`config.mk`:
```
export PLATFORM = sky130hd
export DESIGN_NAME = distinct_subsequence_counter_flat
export DESIGN_NICKNAME = d
export VERILOG_FILES = /design/src/rtl/dsc_pkg.sv /design/src/rtl/dsc_if.sv /design/src/rtl/dsc_cfg_regs.sv /design/src/rtl/dsc_cell.sv /design/src/rtl/distinct_subsequence_counter.sv /design/src/flat_wrapper.sv
export SDC_FILE = /design/constraint.sdc
export NUM_CORES = 2
export LEC_CHECK = 0
export BUFFER_PORTS_ARGS = -buffer_cell sky130_fd_sc_hd__buf_4
export CAP_MARGIN = 20
export CORE_MARGIN = 1
export CORE_UTILIZATION = 49
export DETAILED_ROUTE_END_ITERATION = 16
export HOLD_SLACK_MARGIN = 0.15
export PLACE_DENSITY_LB_ADDON = 0.12
export SYNTH_ARGS = -nofsm -noshare
export SYNTH_HDL_FRONTEND = slang
export SYNTH_SLANG_ARGS = --single-unit
export TNS_END_PERCENT = 100
```
`constraint.sdc`:
```
create_clock -name clk_i -period 15.47 [get_ports clk_i]
set_input_delay 1.547 -clock clk_i [delete_from_list [all_inputs] [get_ports clk_i]]
set_output_delay 1.547 -clock clk_i [all_outputs]
set_load 0.05 [all_outputs]
```
`src/rtl/dsc_pkg.sv`:
```
package dsc_pkg;

  // fixed field widths
  localparam int SYMBOL_W   = 8;
  localparam int OUT_W      = 32;
  localparam int PLEN_W     = 5;
  localparam int CFG_IDX_W  = 2;
  localparam int CFG_DATA_W = 64;

  // longest pattern the register map can describe
  localparam int PAT_LIMIT  = 16;
  localparam int PAT_BYTES_W = PAT_LIMIT * SYMBOL_W;

  // configuration register indexes
  typedef enum logic [CFG_IDX_W-1:0] {
    CFG_PATTERN_LENGTH = 2'd0,
    CFG_PATTERN_LOW    = 2'd1,
    CFG_PATTERN_HIGH   = 2'd2
  } cfg_index_e;

  // per-symbol control broadcast to every cell
  typedef struct packed {
    logic                step;
    logic                first;
    logic [SYMBOL_W-1:0] symbol;
  } cell_ctrl_t;

  // programmed pattern
  typedef struct packed {
    logic [PLEN_W-1:0]      length;
    logic [PAT_BYTES_W-1:0] bytes;
  } pattern_t;

endpackage

```
`src/rtl/dsc_if.sv`:
```
interface dsc_in_if import dsc_pkg::*; ();
  logic                valid;
  logic                ready;
  logic [SYMBOL_W-1:0] symbol;
  logic                first;

  modport source (output valid, output symbol, output first, input ready);
  modport sink   (input valid, input symbol, input first, output ready);
endinterface

interface dsc_out_if import dsc_pkg::*; ();
  logic             valid;
  logic             ready;
  logic [OUT_W-1:0] match_count;
  logic             saturated;

  modport source (output valid, output match_count, output saturated, input ready);
  modport sink   (input valid, input match_count, input saturated, output ready);
endinterface

interface dsc_cfg_if import dsc_pkg::*; ();
  logic                  valid;
  logic                  ready;
  logic [CFG_IDX_W-1:0]  index;
  logic [CFG_DATA_W-1:0] data;

  modport source (output valid, output index, output data, input ready);
  modport sink   (input valid, input index, input data, output ready);
endinterface

```
`src/rtl/dsc_cfg_regs.sv`:
```
module dsc_cfg_regs import dsc_pkg::*; (
  input  logic      clk_i,
  input  logic      rst_ni,
  dsc_cfg_if.sink   cfg_i,
  output pattern_t  pattern_o
);

  logic [PLEN_W-1:0]     length_q, length_d;
  logic [CFG_DATA_W-1:0] low_q, low_d;
  logic [CFG_DATA_W-1:0] high_q, high_d;

  // writes are always taken
  assign cfg_i.ready = 1'b1;

  // register decode, unknown indexes dropped
  always_comb begin
    length_d = length_q;
    low_d    = low_q;
    high_d   = high_q;
    if (cfg_i.valid) begin
      case (cfg_index_e'(cfg_i.index))
        CFG_PATTERN_LENGTH: length_d = cfg_i.data[PLEN_W-1:0];
        CFG_PATTERN_LOW:    low_d    = cfg_i.data;
        CFG_PATTERN_HIGH:   high_d   = cfg_i.data;
        default: ;
      endcase
    end
  end

  always_ff @(posedge clk_i or negedge rst_ni) begin
    if (!rst_ni) begin
      length_q <= '0;
      low_q    <= '0;
      high_q   <= '0;
    end else begin
      length_q <= length_d;
      low_q    <= low_d;
      high_q   <= high_d;
    end
  end

  assign pattern_o.length = length_q;
  assign pattern_o.bytes  = {high_q, low_q};

endmodule

```
`src/rtl/dsc_cell.sv`:
```
module dsc_cell import dsc_pkg::*; #(
  parameter int CountBits = 32
) (
  input  logic                 clk_i,
  input  logic                 rst_ni,
  input  cell_ctrl_t           ctrl_i,
  input  logic                 active_i,
  input  logic [SYMBOL_W-1:0]  pat_byte_i,
  input  logic [CountBits-1:0] left_i,
  output logic [CountBits-1:0] count_o,
  output logic                 sat_o
);

  logic [CountBits-1:0] count_q, count_d;
  logic [CountBits-1:0] base;
  logic [CountBits-1:0] addend;
  logic [CountBits:0]   sum;
  logic                 hit;

  // saturating add of the left neighbour's old count on a match
  always_comb begin
    hit    = active_i && (pat_byte_i == ctrl_i.symbol);
    base   = ctrl_i.first ? '0 : count_q;
    addend = hit ? left_i : '0;
    sum    = {1'b0, base} + {1'b0, addend};
    sat_o  = ctrl_i.step && sum[CountBits];
  end

  // inactive cells hold unless a new text clears them
  always_comb begin
    count_d = count_q;
    if (ctrl_i.step) begin
      if (active_i) begin
        count_d = sum[CountBits] ? '1 : sum[CountBits-1:0];
      end else if (ctrl_i.first) begin
        count_d = '0;
      end
    end
  end

  always_ff @(posedge clk_i or negedge rst_ni) begin
    if (!rst_ni) begin
      count_q <= '0;
    end else begin
      count_q <= count_d;
    end
  end

  assign count_o = count_q;

endmodule

```
`src/rtl/distinct_subsequence_counter.sv`:
```
// Distinct subsequence counter. Text bytes arrive on req_i; for each one the
// block returns on rsp_o the number of distinct ways the programmed pattern
// (up to 16 bytes, and no longer than MaxPattern) occurs as a subsequence of
// the text so far, saturating at all ones with a sticky saturated flag, and
// 1 for an empty pattern. A request with first set starts a new text. One
// request is taken per clock unless a stalled response holds it off. The row
// of MaxPattern cells updates in parallel in the cycle a request is taken,
// and a combinational select of the last active cell drives the output
// register. Program the pattern only while no request is in flight; counts
// persist across a pattern change until the next first.
module distinct_subsequence_counter import dsc_pkg::*; #(
  parameter int MaxPattern = 16,
  parameter int CountBits  = 32
) (
  input  logic       clk_i,
  input  logic       rst_ni,
  dsc_in_if.sink     req_i,
  dsc_out_if.source  rsp_o,
  dsc_cfg_if.sink    cfg_i
);

  localparam int LenLimit = (MaxPattern < PAT_LIMIT) ? MaxPattern : PAT_LIMIT;

  pattern_t             pattern;
  cell_ctrl_t           ctrl;
  logic [PLEN_W-1:0]    len;
  logic [CountBits-1:0] counts [MaxPattern];
  logic [MaxPattern-1:0] sat_vec;
  logic                 accept;
  logic                 stage_q, stage_d;
  logic                 ovf_q, ovf_d;
  logic                 out_valid_q, out_valid_d;
  logic                 out_load;
  logic [CountBits-1:0] sel;
  logic [OUT_W-1:0]     clipped;
  logic [OUT_W-1:0]     count_out_q;
  logic                 sat_out_q;

  // configuration registers
  dsc_cfg_regs u_cfg (
    .clk_i     (clk_i),
    .rst_ni    (rst_ni),
    .cfg_i     (cfg_i),
    .pattern_o (pattern)
  );

  // active pattern length
  assign len = (pattern.length > PLEN_W'(LenLimit)) ? PLEN_W'(LenLimit) : pattern.length;

  // handshake
  assign out_load    = stage_q && (!out_valid_q || rsp_o.ready);
  assign req_i.ready = !stage_q || out_load;
  assign accept      = req_i.valid && req_i.ready;

  assign ctrl.step   = accept;
  assign ctrl.first  = req_i.first;
  assign ctrl.symbol = req_i.symbol;

  // row of prefix cells
  for (genvar j = 0; j < MaxPattern; j++) begin : g_cell
    logic                 active;
    logic [SYMBOL_W-1:0]  pat_byte;
    logic [CountBits-1:0] left;

    if (j < PAT_LIMIT) begin : g_used
      assign active   = len > PLEN_W'(j);
      assign pat_byte = pattern.bytes[SYMBOL_W*j +: SYMBOL_W];
    end else begin : g_unused
      assign active   = 1'b0;
      assign pat_byte = '0;
    end

    if (j == 0) begin : g_head
      assign left = CountBits'(1);
    end else begin : g_link
      assign left = req_i.first ? '0 : counts[j-1];
    end

    dsc_cell #(
      .CountBits (CountBits)
    ) u_cell (
      .clk_i      (clk_i),
      .rst_ni     (rst_ni),
      .ctrl_i     (ctrl),
      .active_i   (active),
      .pat_byte_i (pat_byte),
      .left_i     (left),
      .count_o    (counts[j]),
      .sat_o      (sat_vec[j])
    );
  end

  // sticky overflow and stage tracking
  always_comb begin
    ovf_d = ovf_q;
    if (accept) begin
      ovf_d = (ovf_q && !req_i.first) || (|sat_vec);
    end
    stage_d = accept ? 1'b1 : (out_load ? 1'b0 : stage_q);
    out_valid_d = out_load ? 1'b1 : (rsp_o.ready ? 1'b0 : out_valid_q);
  end

  always_ff @(posedge clk_i or negedge rst_ni) begin
    if (!rst_ni) begin
      ovf_q       <= 1'b0;
      stage_q     <= 1'b0;
      out_valid_q <= 1'b0;
    end else begin
      ovf_q       <= ovf_d;
      stage_q     <= stage_d;
      out_valid_q <= out_valid_d;
    end
  end

  // select the full-pattern cell
  always_comb begin
    sel = (len == '0) ? CountBits'(1) : '0;
    for (int j = 0; j < LenLimit; j++) begin
      if (len == PLEN_W'(j + 1)) begin
        sel = counts[j];
      end
    end
  end

  // fit the count to the output width
  if (CountBits > OUT_W) begin : g_clip
    assign clipped = (|sel[CountBits-1:OUT_W]) ? '1 : sel[OUT_W-1:0];
  end else begin : g_extend
    assign clipped = OUT_W'(sel);
  end

  // output register
  always_ff @(posedge clk_i) begin
    if (out_load) begin
      count_out_q <= clipped;
      sat_out_q   <= ovf_q;
    end
  end

  assign rsp_o.valid       = out_valid_q;
  assign rsp_o.match_count = count_out_q;
  assign rsp_o.saturated   = sat_out_q;

endmodule

```
`src/flat_wrapper.sv`:
```
// flat-port wrapper written by rule: the top's interface ports become plain ports
module distinct_subsequence_counter_flat import dsc_pkg::*;
#(
  parameter int MaxPattern = 16,
  parameter int CountBits  = 32
)
  (clk_i, rst_ni, req_i_valid, req_i_symbol, req_i_first, req_i_ready, rsp_o_valid, rsp_o_match_count, rsp_o_saturated, rsp_o_ready, cfg_i_valid, cfg_i_index, cfg_i_data, cfg_i_ready);
  dsc_in_if req_i_i ();
  dsc_out_if rsp_o_i ();
  dsc_cfg_if cfg_i_i ();
  input  logic clk_i;
  input  logic rst_ni;
  input wire logic [$bits(req_i_i.valid)-1:0] req_i_valid;
  input wire logic [$bits(req_i_i.symbol)-1:0] req_i_symbol;
  input wire logic [$bits(req_i_i.first)-1:0] req_i_first;
  output wire logic [$bits(req_i_i.ready)-1:0] req_i_ready;
  output wire logic [$bits(rsp_o_i.valid)-1:0] rsp_o_valid;
  output wire logic [$bits(rsp_o_i.match_count)-1:0] rsp_o_match_count;
  output wire logic [$bits(rsp_o_i.saturated)-1:0] rsp_o_saturated;
  input wire logic [$bits(rsp_o_i.ready)-1:0] rsp_o_ready;
  input wire logic [$bits(cfg_i_i.valid)-1:0] cfg_i_valid;
  input wire logic [$bits(cfg_i_i.index)-1:0] cfg_i_index;
  input wire logic [$bits(cfg_i_i.data)-1:0] cfg_i_data;
  output wire logic [$bits(cfg_i_i.ready)-1:0] cfg_i_ready;
  assign req_i_i.valid = req_i_valid;
  assign req_i_i.symbol = req_i_symbol;
  assign req_i_i.first = req_i_first;
  assign req_i_ready = req_i_i.ready;
  assign rsp_o_valid = rsp_o_i.valid;
  assign rsp_o_match_count = rsp_o_i.match_count;
  assign rsp_o_saturated = rsp_o_i.saturated;
  assign rsp_o_i.ready = rsp_o_ready;
  assign cfg_i_i.valid = cfg_i_valid;
  assign cfg_i_i.index = cfg_i_index;
  assign cfg_i_i.data = cfg_i_data;
  assign cfg_i_ready = cfg_i_i.ready;
  distinct_subsequence_counter #(.MaxPattern(MaxPattern), .CountBits(CountBits)) u_core (.clk_i(clk_i), .rst_ni(rst_ni), .req_i(req_i_i), .rsp_o(rsp_o_i), .cfg_i(cfg_i_i));
endmodule
```
==> metrics.md <==
| Metric | Value |
|---|---|
| VDD IR-drop max | `103 µV` |
| Ys async rst share | `95.2%` |
| Final Critical Period | `~7.1 ns` |
| Largest net degree at the start of global routing | `130` |
| Initial antenna violation count | `26` |
| Setup Skew | `0.0294 ns` |
| Setup TNS | `0 ns` |
| Slew margin rel. | `between 15 and 20%` |
| Final #Nets | `7986` |
| Commonest non-fill, non-tap cell in the layout | `nand2_1` |
| DRT iter0 DRCs | `6073` |
| Worst endpoint required time | `16.08 ns` |
| Pre-CTS WS | `7.83 ns` |
| Total core area | `122000 µm²` |
| Outcome | `finished clean` |
| Total number of vias | `between 50000 and 60000` |
| Final WL | `235000 µm` |
| Pwr dens | `88.6 nW/µm²` |
| Placed Area | `62900 µm²` |
| DR pass1 iterations | `6` |
| Area growth syn-to-layout | `9.59%` |
| Seq/Total Area, Yosys | `between 20% and 30%` |
| Met1 Use GR | `48.1%` |
| Crit path kind | `reg2reg` |
| Via density | `6.36` |
| First-pass GRT wire length | `349000 µm` |
| Synthesized flop and latch total | `681` |
| Met3 usage | `6.32%` |
| Synth warn | `0` |
| CTS Buf Count | `86` |
| DIE HEIGHT | `353 µm` |
| Fin crit share | `46.0%` |
| CP Data Arrival Time | `7.73 ns` |
| Worst Tran Pin Value | `roughly 1.2 ns` |
| Mapped Cells | `between 7000 and 8000` |
| HP Class | `reg2reg` |
| Busiest grt layer | `met2` |
| Endpoints failing setup | `0` |
| CTS tree | `built` |
| Comb pwr share | `22.1%` |
| Effective utilization at floorplan | `roughly 50%` |
| Final worst setup slack | `8.35 ns` |
| Worst-Skew Late Latency | `between 0.7 and 0.8 ns` |
| Global route overflow | `0` |
| RD Place Congestion | `around 1.0` |
| Setup crit end | `u_core.ovf_q` |
| Global routing usage on met2 | `a little under three fifths` |
| Port-buffer cells | `114` |
| Row cnt | `between 100 and 150` |
| R2R Setup Slk | `around 8.3 ns` |
| Routed Antenna Nets | `0` |
| Internal Power | `approximately 3.8 mW` |
| GRT Total Usage | `between 30% and 40%` |
| Routed len/inst | `25.8 µm` |
| Final Max Tran Viols | `0` |
| CTS root buf | `clkbuf_16` |
| Max cap viols | `0` |
| Post-synth EDFFs | `33` |
| R2r worst-path depth | `22` |
| Ys flop type | `dfrtp_1` |
| Psw | `2.07 mW` |
| CTS Hold Bufs | `0` |
| Synth cell types | `87` |
| IO Pins | `116` |
| Hpwl dp | `between 150000 and 200000 µm` |
| RSZ-0062 raised after global routing | `false` |
| H-tree Lvls | `3` |
| FF-to-FF Start | `u_core.u_cfg.length_q[4]` |
| Commonest cells after routing, fill and taps aside | `nand2_1 (860), dfrtp_1 (648), o21ai_0 (594), nor2b_1 (517), nor2_1 (492)` |
| Vias in the first global route | `roughly 55000` |
| CP Launch Point | `u_core.u_cfg.length_q[4]` |
| CP startpoint kind | `flip-flop` |
| Mapped Area | `60300 µm²` |
| P_leak | `around 32 nW` |
| Setup Fix Bufs, Post-CTS | `0` |
| DRC violation count after routing | `0` |
| Flop pwr share | `40.1%` |
| Mapped Nets | `~8000` |
| Avg Inst Size Synth | `slightly above 8 µm²` |
| Achievable frequency | `140 MHz` |
| Clk slew on worst S/H paths | `0.06 ns` |
| Chip width | `353 µm` |
| Post-route cell area | `66000 µm²` |
| Clk pwr share | `37.8%` |
| Die Area | `124000 µm²` |
| Final Hold Fails | `0` |
| Sw frac | `35.3%` |
| CTS sink cnt | `681` |
| CTS Buffer Depth | `3` |
| Reg2reg end | `u_core.ovf_q` |
| Nature of the critical path endpoint | `flip-flop` |
| Resize count post-CTS | `0` |
| Critical Path Fanout Max | `25` |
| Ratio of cells with drive above 1 in the final layout | `around 7.8%` |
==> flip-flops by register name, indices dropped and copies added, names as in the netlist <==
name	cells
u_core.g_cell.u_cell.count_o	512
u_core.ovf_q	1
u_core.u_cfg.length_q	5
u_core.rsp_o.saturated	1
u_core.rsp_o.match_count	32
u_core.u_cfg.low_q	64
u_core.rsp_o.valid	1
u_core.u_cfg.high_q	64
u_core.stage_q	1
==> through the flow <==
stage | cells | utilization [%] | power (mW) | hold slack (ns)
after floorplan | 7451 | - | 3.00 | 0.443
final | 9112 | 54.2 | 5.85 | 0.492
after detailed placement | 8943 | 51.6 | 3.61 | 0.483
after global routing | 9103 | 54.2 | 6.04 | 0.533
after global placement | 8937 | 51.6 | 3.59 | 0.454
after CTS | 9099 | 54.1 | 5.83 | 0.497
==> metal layers <==
layer  wire, µm  vias to the layer above
met5         92                        -
met4      18200                       12
li1           -                    26631
met3      19500                      674
met2     101000                     2524
met1      95800                    28124
==> worst min path at each step <==
stage                                              start                                   end  slack [ns]  depth (start not counted)
floorplan                                   u_core.ovf_q                u_core.rsp_o.saturated        0.44                          0
global placement                          u_core.stage_q                    u_core.rsp_o.valid        0.45                          1
detailed placement    u_core.g_cell[1].u_cell.count_o[0]    u_core.g_cell[1].u_cell.count_o[0]        0.48                          2
CTS                   u_core.g_cell[1].u_cell.count_o[0]    u_core.g_cell[1].u_cell.count_o[0]        0.50                          2
global route        u_core.g_cell[15].u_cell.count_o[19]  u_core.g_cell[15].u_cell.count_o[19]        0.53                          2
finish                u_core.g_cell[1].u_cell.count_o[0]    u_core.g_cell[1].u_cell.count_o[0]        0.49                          2
==> cells in the mapped netlist, types with 10 or more instances <==
cell	count	area, µm²
nand3b_1	10	75.1
dfrtp_1	648	16200
buf_1	18	67.6
and3_1	44	275
nor3b_1	30	225
nor2b_1	517	3230
inv_1	113	424
xor2_1	230	2010
a31oi_1	78	488
ha_1	482	6030
a221oi_1	28	245
o21bai_1	52	390
nand3_1	132	661
edfxtp_1	33	991
and2_1	450	2820
a22oi_1	122	916
nand2_1	861	3230
o211ai_1	35	263
nand4_1	69	432
or2_2	25	156
o21a_1	85	638
a22o_1	49	429
nor2_1	505	1900
o22a_1	23	201
clkbuf_1	336	1260
a221o_1	24	240
a222oi_1	19	190
a21o_1	255	1910
o31ai_1	19	143
o22ai_1	108	676
mux2_2	133	1500
a21oi_1	490	2450
a211o_1	27	236
nor4_1	44	275
a41oi_1	11	96.3
o21ai_0	600	3000
a21boi_0	14	105
xnor2_1	269	2360
or3_1	44	275
nor3_1	91	455
fa_1	15	300
a211oi_1	83	623
nand2b_1	82	513
==> kinds of logic after synthesis <==
group / share of synthesized area, %
other: 0.00622
adders and majority gates: 10.5
buffers and inverters: 2.95
muxes: 2.53
and+or+nand+nor: 24.4
xor gates and xnor gates: 7.25
AOI/OAI and AO/OA: 23.8
DFF: 28.5
==> worst max-delay path: stages (launching register included) <==
cell	delay [ns]
dfrtp_1	0.40
inv_1	0.70
nand3_1	0.38
nor2_2	0.17
buf_4	0.38
nor2_1	0.10
buf_4	0.25
nand3_1	0.38
nor2_1	0.30
and2_1	0.25
ha_1	0.23
fa_1	0.53
a211oi_1	0.33
o21bai_1	0.19
a311oi_1	0.34
nand3b_1	0.21
a21oi_1	0.14
nor4b_1	0.42
nand2b_1	0.39
o2111ai_1	0.14
or4_1	0.55
nor4_2	0.15
nor2_1	0.06
==> cell type report <==
class | count | area, µm²
repair buffers | 227 | 1820
well taps | 1625 | 2030
clock buffers | 124 | 2510
clock inverters | 32 | 533
multi-input cells | 6300 | 41500
flip-flops and latches | 681 | 17200
fillers | 11603 | 55800
diodes | 10 | 25.0
inverters | 113 | 424
==> power groups by stage <==
stage	combinational (mW)	sequential, mW	clock, mW
final	1.29	2.35	2.21
after CTS	1.26	2.32	2.24
after floorplan	0.775	2.22	0
after global routing	1.38	2.35	2.31
after detailed placement	1.26	2.35	0
after global placement	1.24	2.35	0
(Power assumes the default switching activity.)
